$ cat config.mk
export PLATFORM = sky130hd
export DESIGN_NAME = murmur64a_byte_hash_core
export DESIGN_NICKNAME = d
export VERILOG_FILES = /design/src/hw/rtl/mmh_pkg.sv /design/src/hw/rtl/mmh_mul.sv /design/src/hw/rtl/murmur64a_byte_hash_core.sv
export VERILOG_INCLUDE_DIRS = /design/src /design/src/hw/rtl
export SDC_FILE = /design/constraint.sdc
export NUM_CORES = 2
export LEC_CHECK = 0
export BUFFER_PORTS_ARGS = -buffer_cell sky130_fd_sc_hd__buf_4
export CAP_MARGIN = 20
export CORE_MARGIN = 4
export CORE_UTILIZATION = 60
export DETAILED_ROUTE_END_ITERATION = 10
export HOLD_SLACK_MARGIN = 0.08
export PLACE_DENSITY_LB_ADDON = 0.25
export SYNTH_ARGS = -nofsm -noshare
export SYNTH_HDL_FRONTEND = slang
export SYNTH_SLANG_ARGS = --single-unit
$ cat constraint.sdc
create_clock -name aclk -period 12.6 [get_ports aclk]
set_clock_uncertainty 0.2 [all_clocks]
set_input_delay 0 -clock aclk [delete_from_list [all_inputs] [get_ports aclk]]
set_output_delay 0 -clock aclk [all_outputs]
set_load 0.01 [all_outputs]
$ cat src/hw/rtl/murmur64a_byte_hash_core_macros.svh
// assertion macros shared by the murmur64a byte hash rtl
// each macro expands to a concurrent assertion on aclk, or to nothing in synthesis
`ifndef MURMUR64A_BYTE_HASH_CORE_MACROS_SVH
`define MURMUR64A_BYTE_HASH_CORE_MACROS_SVH
`ifndef SYNTHESIS
// same-cycle implication, quiet while in reset
`define MMH_ASSERT_NOW(label, ante, cons, msg) \
    label: assert property (@(posedge aclk) disable iff (!aresetn) (ante) |-> (cons)) \
        else $error(msg);
// next-cycle implication, quiet while in reset
`define MMH_ASSERT_NEXT(label, ante, cons, msg) \
    label: assert property (@(posedge aclk) disable iff (!aresetn) (ante) |=> (cons)) \
        else $error(msg);
`else
`define MMH_ASSERT_NOW(label, ante, cons, msg)
`define MMH_ASSERT_NEXT(label, ante, cons, msg)
`endif
`endif

$ cat src/hw/rtl/mmh_pkg.sv
// shared constants, types and sequencer states of the murmur64a byte hash
// no dependencies
package mmh_pkg;

    localparam int unsigned WORD_W   = 64;
    localparam int unsigned HALF_W   = 32;
    localparam int unsigned COUNT_W  = 4;
    localparam int unsigned LENGTH_W = 32;
    localparam int unsigned BYTES    = 8;

    localparam logic [WORD_W-1:0] MIX_MUL   = 64'hc6a4_a793_5bd1_e995;
    localparam logic [WORD_W-1:0] HASH_SEED = 64'h0000_0000_e17a_1465;
    localparam int unsigned       MIX_SHIFT = 47;

    // sequencer states of the top level
    typedef enum logic [2:0] {
        ST_IDLE,
        ST_LOAD,
        ST_SEED,
        ST_MIX1,
        ST_MIX2,
        ST_FOLD,
        ST_FINISH
    } mmh_state_t;

    // partial product steps of the multiply unit
    typedef enum logic [1:0] {
        MS_LO_LO,
        MS_HI_LO,
        MS_LO_HI
    } mmh_mul_step_t;

    typedef struct packed {
        logic              start;
        logic [WORD_W-1:0] operand;
    } mmh_mul_req_t;

    typedef struct packed {
        logic              done;
        logic [WORD_W-1:0] product;
    } mmh_mul_rsp_t;

    // xor-shift used after the first multiply and on the final hash
    function automatic logic [WORD_W-1:0] xor_shift(input logic [WORD_W-1:0] v);
        return v ^ (v >> MIX_SHIFT);
    endfunction

endpackage

$ cat src/hw/rtl/mmh_mul.sv
// iterative multiply by the mix constant, modulo 2^64, on one 32x32 multiplier
// depends on mmh_pkg and the assertion macro header
`include "murmur64a_byte_hash_core_macros.svh"

module mmh_mul
    import mmh_pkg::*;
(
    input  logic         aclk,
    input  logic         aresetn,
    input  mmh_mul_req_t req,
    output mmh_mul_rsp_t rsp
);

    logic                busy_reg;
    logic                done_reg;
    mmh_mul_step_t       step_reg;
    logic [WORD_W-1:0]   operand_reg;
    logic [WORD_W-1:0]   acc_reg;

    logic [HALF_W-1:0]   op_x;
    logic [HALF_W-1:0]   op_y;
    logic [WORD_W-1:0]   mul_p;

    // operand selection per partial product
    always_comb begin
        unique case (step_reg)
            MS_LO_LO: begin
                op_x = operand_reg[HALF_W-1:0];
                op_y = MIX_MUL[HALF_W-1:0];
            end
            MS_HI_LO: begin
                op_x = operand_reg[WORD_W-1:HALF_W];
                op_y = MIX_MUL[HALF_W-1:0];
            end
            MS_LO_HI: begin
                op_x = operand_reg[HALF_W-1:0];
                op_y = MIX_MUL[WORD_W-1:HALF_W];
            end
            default: begin
                op_x = '0;
                op_y = '0;
            end
        endcase
    end

    assign mul_p = op_x * op_y;

    // control: three steps after start, then a one-cycle done pulse
    always_ff @(posedge aclk) begin
        if (!aresetn) begin
            busy_reg <= 1'b0;
            done_reg <= 1'b0;
            step_reg <= MS_LO_LO;
        end else begin
            done_reg <= 1'b0;
            if (!busy_reg) begin
                if (req.start) begin
                    busy_reg <= 1'b1;
                    step_reg <= MS_LO_LO;
                end
            end else begin
                unique case (step_reg)
                    MS_LO_LO: step_reg <= MS_HI_LO;
                    MS_HI_LO: step_reg <= MS_LO_HI;
                    MS_LO_HI: begin
                        busy_reg <= 1'b0;
                        done_reg <= 1'b1;
                        step_reg <= MS_LO_LO;
                    end
                    default:  step_reg <= MS_LO_LO;
                endcase
            end
        end
    end

    // datapath: low product, then cross terms into the upper half
    always_ff @(posedge aclk) begin
        if (!busy_reg && req.start) begin
            operand_reg <= req.operand;
        end
        if (busy_reg) begin
            if (step_reg == MS_LO_LO) begin
                acc_reg <= mul_p;
            end else begin
                acc_reg[WORD_W-1:HALF_W] <= acc_reg[WORD_W-1:HALF_W] + mul_p[HALF_W-1:0];
            end
        end
    end

    assign rsp.done    = done_reg;
    assign rsp.product = acc_reg;

    `MMH_ASSERT_NOW(a_start_idle, req.start, !busy_reg, "multiply started while busy")
    `MMH_ASSERT_NEXT(a_start_busy, req.start && !busy_reg, busy_reg, "start not taken")
    `MMH_ASSERT_NEXT(a_done_pulse, done_reg, !done_reg, "done longer than one cycle")

endmodule

$ cat src/hw/rtl/murmur64a_byte_hash_core.sv
// streaming 64-bit murmur64a hash core with a fixed seed
// depends on mmh_pkg, mmh_mul and the assertion macro header
`include "murmur64a_byte_hash_core_macros.svh"

// Each item carries one little-endian 64-bit message word; the item marked first
// also carries the total length that seeds the hash, and the item marked last
// yields one hash_value (h ^ h >> 47, without the usual closing multiply). All
// 64-bit products go through one 32x32 multiplier that takes three steps per
// product. An item needs three products for a full word, one for a partial
// word of 1 to 7 bytes and none for zero bytes, plus one on the first item of
// a message for the seed product. s_ready is low while an item is being
// worked. A finished hash waits in an output register, so the next item is
// taken while it is pending; a last item finishing onto a still-full output
// register holds until it drains. An item without first outside a message is
// taken and dropped.
module murmur64a_byte_hash_core
    import mmh_pkg::*;
(
    input  logic                aclk,
    input  logic                aresetn,

    input  logic                s_valid,
    output logic                s_ready,
    input  logic [WORD_W-1:0]   s_data_word,
    input  logic [COUNT_W-1:0]  s_byte_count,
    input  logic [LENGTH_W-1:0] s_message_length,
    input  logic                s_first,
    input  logic                s_last,

    output logic                m_valid,
    input  logic                m_ready,
    output logic [WORD_W-1:0]   m_hash_value
);

    mmh_state_t          state_reg, state_next;
    logic [WORD_W-1:0]   h_reg, h_next;
    logic                in_message_reg, in_message_next;
    logic                m_valid_reg, m_valid_next;
    logic [WORD_W-1:0]   m_hash_reg;

    logic [WORD_W-1:0]   word_reg;
    logic [COUNT_W-1:0]  count_reg;
    logic [LENGTH_W-1:0] length_reg;
    logic                first_reg;
    logic                last_reg;

    mmh_mul_req_t        mul_req;
    mmh_mul_rsp_t        mul_rsp;

    logic                in_accept;
    logic                dispatch;
    logic [WORD_W-1:0]   disp_src;
    logic [WORD_W-1:0]   byte_mask;
    logic [WORD_W-1:0]   partial_x;
    logic                out_load;

    mmh_mul u_mul (
        .aclk    (aclk),
        .aresetn (aresetn),
        .req     (mul_req),
        .rsp     (mul_rsp)
    );

    assign s_ready   = (state_reg == ST_IDLE);
    assign in_accept = s_valid && s_ready;

    // word handling starts once the running hash is known
    assign dispatch = ((state_reg == ST_LOAD) && !first_reg)
                   || ((state_reg == ST_SEED) && mul_rsp.done);
    assign disp_src = (state_reg == ST_SEED) ? (HASH_SEED ^ mul_rsp.product) : h_reg;

    // keep only the valid bytes of a partial word
    always_comb begin
        for (int i = 0; i < BYTES; i++) begin
            byte_mask[i*8 +: 8] = (COUNT_W'(i) < count_reg) ? 8'hff : 8'h00;
        end
    end
    assign partial_x = disp_src ^ (word_reg & byte_mask);

    assign out_load = (state_reg == ST_FINISH) && last_reg && (!m_valid_reg || m_ready);

    // next state
    always_comb begin
        state_next = state_reg;
        unique case (state_reg)
            ST_IDLE: begin
                if (in_accept && (s_first || in_message_reg)) begin
                    state_next = ST_LOAD;
                end
            end
            ST_LOAD, ST_SEED: begin
                if (state_reg == ST_LOAD && first_reg) begin
                    state_next = ST_SEED;
                end else if (dispatch) begin
                    if (count_reg[COUNT_W-1]) begin
                        state_next = ST_MIX1;
                    end else if (count_reg != '0) begin
                        state_next = ST_FOLD;
                    end else begin
                        state_next = ST_FINISH;
                    end
                end
            end
            ST_MIX1: if (mul_rsp.done) state_next = ST_MIX2;
            ST_MIX2: if (mul_rsp.done) state_next = ST_FOLD;
            ST_FOLD: if (mul_rsp.done) state_next = ST_FINISH;
            ST_FINISH: begin
                if (!last_reg || out_load) begin
                    state_next = ST_IDLE;
                end
            end
            default: state_next = ST_IDLE;
        endcase
    end

    // multiply requests and running hash updates
    always_comb begin
        mul_req.start   = 1'b0;
        mul_req.operand = h_reg;
        h_next          = h_reg;
        unique case (state_reg)
            ST_LOAD, ST_SEED: begin
                if (state_reg == ST_LOAD && first_reg) begin
                    mul_req.start   = 1'b1;
                    mul_req.operand = {{(WORD_W-LENGTH_W){1'b0}}, length_reg};
                end else if (dispatch) begin
                    if (count_reg[COUNT_W-1]) begin
                        h_next          = disp_src;
                        mul_req.start   = 1'b1;
                        mul_req.operand = word_reg;
                    end else if (count_reg != '0) begin
                        h_next          = partial_x;
                        mul_req.start   = 1'b1;
                        mul_req.operand = partial_x;
                    end else begin
                        h_next          = disp_src;
                    end
                end
            end
            ST_MIX1: begin
                if (mul_rsp.done) begin
                    mul_req.start   = 1'b1;
                    mul_req.operand = xor_shift(mul_rsp.product);
                end
            end
            ST_MIX2: begin
                if (mul_rsp.done) begin
                    h_next          = h_reg ^ mul_rsp.product;
                    mul_req.start   = 1'b1;
                    mul_req.operand = h_reg ^ mul_rsp.product;
                end
            end
            ST_FOLD: begin
                if (mul_rsp.done) begin
                    h_next = mul_rsp.product;
                end
            end
            default: begin
                h_next = h_reg;
            end
        endcase
    end

    // message tracking and output register
    always_comb begin
        in_message_next = in_message_reg;
        if (in_accept && s_first) begin
            in_message_next = 1'b1;
        end else if (out_load) begin
            in_message_next = 1'b0;
        end
        m_valid_next = m_valid_reg;
        if (out_load) begin
            m_valid_next = 1'b1;
        end else if (m_ready) begin
            m_valid_next = 1'b0;
        end
    end

    // control registers
    always_ff @(posedge aclk) begin
        if (!aresetn) begin
            state_reg      <= ST_IDLE;
            in_message_reg <= 1'b0;
            m_valid_reg    <= 1'b0;
        end else begin
            state_reg      <= state_next;
            in_message_reg <= in_message_next;
            m_valid_reg    <= m_valid_next;
        end
    end

    // item and hash payload registers
    always_ff @(posedge aclk) begin
        h_reg <= h_next;
        if (in_accept) begin
            word_reg   <= s_data_word;
            count_reg  <= s_byte_count;
            length_reg <= s_message_length;
            first_reg  <= s_first;
            last_reg   <= s_last;
        end
        if (out_load) begin
            m_hash_reg <= xor_shift(h_reg);
        end
    end

    assign m_valid      = m_valid_reg;
    assign m_hash_value = m_hash_reg;

    `MMH_ASSERT_NEXT(a_first_opens, in_accept && s_first, in_message_reg,
        "first item did not open a message")
    `MMH_ASSERT_NOW(a_done_waited, mul_rsp.done,
        state_reg == ST_SEED || state_reg == ST_MIX1 || state_reg == ST_MIX2 || state_reg == ST_FOLD,
        "product returned outside a wait state")
    `MMH_ASSERT_NOW(a_out_from_last, $rose(m_valid_reg),
        $past(state_reg) == ST_FINISH && $past(last_reg),
        "hash presented without a finished last item")

endmodule
# ---- After elaboration in Yosys (flattened, before gate mapping)
# Cells that the tools add are included.
dict set report totals {
  output_inout_bits 66
  input_bits 106
  wordCells 126
  register_bits 367
}
dict set report classes {
  multipliers 1
  n_bitwise 6
  add_sub_neg 1
  eq_ne 16
  n_lt_le_gt_ge 8
  mux 47
  reduce_logical 31
}
# cell n
set ops {}
lappend ops {{$mux W64} 7}
lappend ops {{$mux W65} 6}
lappend ops {{$pmux W65 S3} 1}
lappend ops {{$pmux W64 S3} 1}
lappend ops {{$pmux W32 S2} 2}
lappend ops {{$xor A64 B17 Y64} 2}
lappend ops {{$xor A64 B64 Y64} 2}
lappend ops {{$and A64 B64 Y64} 1}
lappend ops {{$mul A32 B32 Y64} 1}
lappend ops {{$mux W8} 8}
lappend ops {{$add A32 B32 Y32} 1}
lappend ops {{$mux W32} 1}
lappend ops {{$mux W3} 8}
lappend ops {{$pmux W3 S6} 1}
lappend ops {{$lt A3 B4 Y1 const A} 4}
lappend ops {{$not A15 Y15} 1}
lappend ops {{$ne A2 B1 Y1 const B} 5}
lappend ops {{$eq A3 B3 Y1 const B} 3}
lappend ops {{$logic_and A1 B1 Y1} 9}
lappend ops {{$lt A1 B4 Y1 const A} 2}
lappend ops {{$lt A2 B4 Y1 const A} 2}
lappend ops {{$mux W1} 8}
lappend ops {{$eq A3 B2 Y1 const B} 2}
lappend ops {{$mux W2} 3}
lappend ops {{other kinds (17)} 29}

# ---- Longest topological paths before layout
dict set report depth {
  word_depth 11
  mapped_depth 40
  depth_no_buf 36
}

# ---- By module
# Synthesis repeated with hierarchy kept, for this count alone.
dict set report unflattened {
  cells_unflattened 4835
  hier_area_um2 47760.8
}
# module instances seq_area_each_um2 cells_per_inst area_each_um2
set by_module_without_submodules {}
lappend by_module_without_submodules {mmh_mul 1 3923.8 2942 30639.4}
lappend by_module_without_submodules {murmur64a_byte_hash_core 1 7006.7 1893 17121.4}

# ---- Least setup slack after synthesis
# Ideal clock, no wire load.
dict set report synth_path {
  path_type {register -> register}
  startpoint {register u_mul.step_reg[0]}
  endpoint {register u_mul.acc_reg[63] (data pin)}
  path_buffers 3
  required_ns 12.225
  period_less_slack_ns 9.758
  stages_incl_launch_ff 34
  setup_time_ns 0.175
  setup_slack_ns 2.842
  arrival_ns 9.382
  path_cell_list {dfxtp_1 -> clkbuf_1 -> nor2b_1 -> clkbuf_1 -> buf_1 -> a21oi_1 -> or2_2 -> inv_1 -> ha_1 -> fa_1 -> inv_1 -> fa_1 -> fa_1 -> inv_1 -> fa_1 -> inv_1 -> fa_1 -> inv_1 -> fa_1 -> fa_1 -> ha_1 -> nand4_1 -> nor2_1 -> a221oi_1 -> o221ai_1 -> a311o_1 -> xor2_1 -> ha_1 -> a21o_1 -> a21o_1 -> a2111oi_0 -> and3_1 -> nor3_1 -> nor4bb_1}
}
dict set report synth_via {
  elab_chain_len 6
  elab_cells_between_ends 10
  cone_classes {add/sub: 1; mul: 1; eq/ne: 2; mux: 3; reduce/logical: 3}
}
# element line
set synth_rtl {}
lappend synth_rtl {{from (decl)} mmh_mul.sv:16} ;# mmh_mul_step_t step_reg;
lappend synth_rtl {{from (signal assigned)} mmh_mul.sv:53} ;# step_reg <= MS_LO_LO;
lappend synth_rtl {{from (signal assigned)} mmh_mul.sv:59} ;# step_reg <= MS_LO_LO;
lappend synth_rtl {{from (signal assigned)} mmh_mul.sv:63} ;# MS_LO_LO: step_reg <= MS_HI_LO;
lappend synth_rtl {{$eq A2 B2 Y1, or another cell as far along} mmh_mul.sv:26} ;# unique case (step_reg)
lappend synth_rtl {{$reduce_or A2 Y1 (no line)} -}
lappend synth_rtl {{$pmux W32 S2} mmh_mul.sv:26}
lappend synth_rtl {{$mul A32 B32 Y64 *} mmh_mul.sv:46} ;# assign mul_p = op_x * op_y;
lappend synth_rtl {{net u_mul.mul_p[28]} mmh_mul.sv:22} ;# logic [WORD_W-1:0] mul_p;
lappend synth_rtl {{$add A32 B32 Y32 *} mmh_mul.sv:85} ;# acc_reg[WORD_W-1:HALF_W] <= acc_reg[WORD_W-1:HALF_W] + mul_p[HALF_W-1:0];
lappend synth_rtl {{$mux W32 *} mmh_mul.sv:82} ;# if (step_reg == MS_LO_LO) begin
lappend synth_rtl {{to (signal assigned)} mmh_mul.sv:83} ;# acc_reg <= mul_p;
lappend synth_rtl {{to (signal, indexed assignment)} mmh_mul.sv:85}
lappend synth_rtl {{to (decl)} mmh_mul.sv:18} ;# logic [WORD_W-1:0] acc_reg;
# Mark *: on every way through the listed nets, which the timed path passes. The rest lies on a longest branch.
# A chain may end at the register's enable or synchronous reset.

# ---- Worst setup path in the final report
# Same ends and word-level chain as after synthesis.

==> load_flow_metrics.sql <==
INSERT INTO impl_metrics (metric_group, metric, value, unit) VALUES
('worst_setup_path', 'path_class', 'reg2reg', ''),
('worst_setup_path', 'slowest_stage', 'sky130_fd_sc_hd__nor2_1', ''),
('global_route', 'global_route.overflow_total', '0', ''),
('clocking', 'cts_resized', '0', ''),
('routing', 'avgRoutedWirePerCell', '27.2', 'µm'),
('clocking', 'clock_latency', '0.57', 'ns'),
('place', 'gpl.final_weighted_congestion', '1.07', ''),
('timing', 'fmax', '87.5', 'MHz'),
('clocking', 'cts_setup_buffers', '0', ''),
('synth', 'synth.avg_cell_area', '9.67', 'µm²'),
('cells_and_area', 'design.final.nets', '6264', ''),
('clocking', 'cts-root-to-sink-buffers', '3', ''),
('worst_setup_path', 'worstPathArrival', '11.56', 'ns'),
('die', 'row_count', '103', ''),
('routing', 'drt-vias-per-instance', '6.53', ''),
('clocking', 'cts_max_level', '2', ''),
('cells_and_area', 'area.sequential', '10900', 'µm²'),
('cells_and_area', 'multiInputGateArea', '32500', 'µm²'),
('timing', 'setup_viol_count_final', '0', ''),
('cells_and_area', 'mostFrequentLayoutCell', 'sky130_fd_sc_hd__inv_1', ''),
('synth', 'synth.top_cells.by_area', 'sky130_fd_sc_hd__fa_1 (27%), sky130_fd_sc_hd__edfxtp_1 (23%), sky130_fd_sc_hd__ha_1 (11%)', ''),
('synth', 'synth.cell_area', '47600', 'µm²'),
('clocking', 'cts.root.buffer_cell', 'sky130_fd_sc_hd__clkbuf_16', ''),
('timing', 'worst-slew-pin-transition', '1.18', 'ns'),
('global_route', 'grt_start_max_net_pins', '77', ''),
('synth', 'yosys_register_bits', '367', ''),
('worst_setup_path', 'cp_data_required_time', '12.73', 'ns'),
('die', 'die_area', '84000', 'µm²'),
('timing', 'timing.final.crit_period', '11.43', 'ns'),
('worst_setup_path', 'slowest_delay', '0.74', 'ns'),
('outcome', 'status', 'completed', ''),
('timing', 'final.period_utilization', '90.7', '%'),
('cells_and_area', 'area.growth.synth_to_final', '11.1', '%'),
('clocking', 'worst_setup_hold_path_clk_slew', '0.08', 'ns'),
('synth', 'netlist-cell-type-count', '94', ''),
('cells_and_area', 'layout_common_cells', 'sky130_fd_sc_hd__inv_1 (847), sky130_fd_sc_hd__fa_1 (640), sky130_fd_sc_hd__ha_1 (414)', ''),
('routing', 'detailedRoute.firstIterationViolations', '6109', ''),
('routing', 'wirelength', '168000', 'µm'),
('die', 'die_height', '290', 'µm'),
('synth', 'yosysWarnings', '0', ''),
('synth', 'ys_async_sr_fraction', '0', '%'),
('global_route', 'grt_pass1_wl', '250000', 'µm'),
('synth', 'synth_seq_area_share', '22.9', '%'),
('global_route', 'antenna_found_initial', '11', ''),
('place', 'place.detailed.hpwl', '129000', 'µm'),
('routing', 'detailroute.via_count', '40400', ''),
('timing', 'drv_slew', '0', ''),
('timing', 'rsz0062_at_grt', 'no', ''),
('die', 'floorplan_core_area', '78900', 'µm²'),
('place', 'placement.io_buffers', '171', ''),
('clocking', 'tritoncts', 'yes', ''),
('routing', 'drtAntennaViolNets', '0', ''),
('place', 'dpl_cells', '5906', ''),
('timing', 'finalHoldViolCount', '0', ''),
('worst_setup_path', 'worst-path-max-fanout', '30', ''),
('clocking', 'cts.sink_count', '367', ''),
('synth', 'postSynthCellCount', '4925', ''),
('synth', 'synth_nets', '6085', ''),
('job', 'drv.max_cap_violation_count', '0', ''),
('die', 'floorplan.initialDensity', '60.4', '%'),
('timing', 'fin_tns_setup', '0', 'ns'),
('worst_hold_path', 'hp-class', 'in2reg', ''),
('worst_setup_path', 'cp-end-kind', 'flip-flop', ''),
('cells_and_area', 'post_route_cells_drive_above_1_share', '7.85', '%'),
('routing', 'detailedRoute.firstPassIterationCount', '10', ''),
('routing', 'residual_drc', '0', ''),
('cells_and_area', 'post_layout_nonfiller_instances', '6188', ''),
('worst_setup_path', 'critical_path.startpoint_type', 'flip-flop', ''),
('cells_and_area', 'layout.filler_cells', '6168', ''),
('global_route', 'grt.total_usage', '40.2', '%'),
('global_route', 'via_count_of_the_first_global_routing_pass', '39800', ''),
('synth', 'synth-main-ff-cell', 'sky130_fd_sc_hd__edfxtp_1', ''),
('clocking', 'tritoncts.num_buffers', '38', ''),
('synth', 'synth.top_cell.area_share', '26.9', '%'),
('synth', 'synth_enable_flop_cells', '358', ''),
('synth', 'synth_area_leader_cell', 'sky130_fd_sc_hd__fa_1', ''),
('die', 'top_level_ports', '172', ''),
('timing', 'relSlewSlack', '20.2', '%'),
('die', 'x_dimension_of_the_die', '290', 'µm'),
('worst_setup_path', 'path_common_cell', 'sky130_fd_sc_hd__fa_1', '');
## synthesized netlist by cell type, drive strengths merged, types with 11 or more instances
master   instances
a211o           11
a211oi          33
a21o            60
a21oi          337
a221o           21
a221oi          62
a2bb2oi         36
a31oi           62
a32oi           45
and2            21
and3            19
buf             50
clkbuf         243
edfxtp         358
fa             640
ha             414
inv            849
mux2            28
mux2i           27
nand2          299
nand2b          15
nand3           79
nand4           21
nor2           243
nor2b           56
nor3            46
o211ai          11
o21a            21
o21ai          267
o21bai          16
o221ai          24
o22ai          119
o31ai           16
or2             33
or3             15
xnor2           92
xor2           138
## through the flow
| stage | instance area (µm²) | hold WS (ns) | worst slack [ns] | util [%] |
|---|---|---|---|---|
| after global placement | 49600 | -0.0220 | 1.86 | 62.9 |
| after CTS | 52900 | 0.143 | 1.51 | 67.1 |
| after detailed placement | 49600 | -0.0207 | 1.59 | 62.9 |
| after floorplan | 47600 | -0.101 | 2.84 | - |
| after global routing | 52900 | 0.154 | 0.753 | 67.1 |
| final | 52900 | 0.146 | 1.17 | 67.1 |
## critical path: cells and delay by family, from the launching register on
family                   cells  cell delay [ns]
AND/OR/NAND/NOR             13             3.37
adder cells (fa/ha/maj)     10             4.58
XOR/XNOR                     1             0.31
AO/OA/AOI/OAI                3             1.21
buffers and inverters        5             0.84
flip-flops                   1             0.69
## cells by family (layout without fill, tap and decap cells)
group           Yosys count  count (layout)  synth area share, %
xor+xnor                231             231                 4.28
compound gates         1197            1197                 16.2
other cells               2               8               0.0158
simple gates            866             866                 8.26
fa+ha+maj              1062            1062                 37.9
buf+inv                1145            1352                 9.12
mux                      55              55                 1.23
flops                   367             367                 22.9
## path summary, 6_finish.rpt
path	from	end	slack, ns	depth (start not counted)
worst max-delay path	u_mul.step_reg[0]	u_mul.acc_reg[63]	1.17	32
worst min-delay path	aresetn	state_reg[0]	0.15	4
worst max register to register	u_mul.step_reg[0]	u_mul.acc_reg[63]	1.17	32
worst min register to register	in_message_reg	in_message_reg	0.44	3
## per-layer routing
metal	global-route usage (%)	routed length (µm)
met4	21.2	12500
met3	14.0	24800
met2	58.5	70700
met1	53.3	60400
met5	0	57
## timing repair
item                                    4_1_cts  5_1_grt
endpoints found under the hold margin       139        0
endpoints found under the setup margin        0        0
hold buffers                                207        0
## final cells by class
cell class | instances | area share [%]
clock inverter | 18 | 0.340
clock buffer | 50 | 2.00
timing repair buffer | 432 | 7.11
antenna | 6 | 0.0284
multi-input combinational | 3413 | 61.3
tap | 1050 | 2.48
sequential | 367 | 20.7
inverter | 852 | 6.04
Power is left out: the tool's default activity adds up to more than one toggle a clock period on the data nets, which glitch-free logic cannot reach.
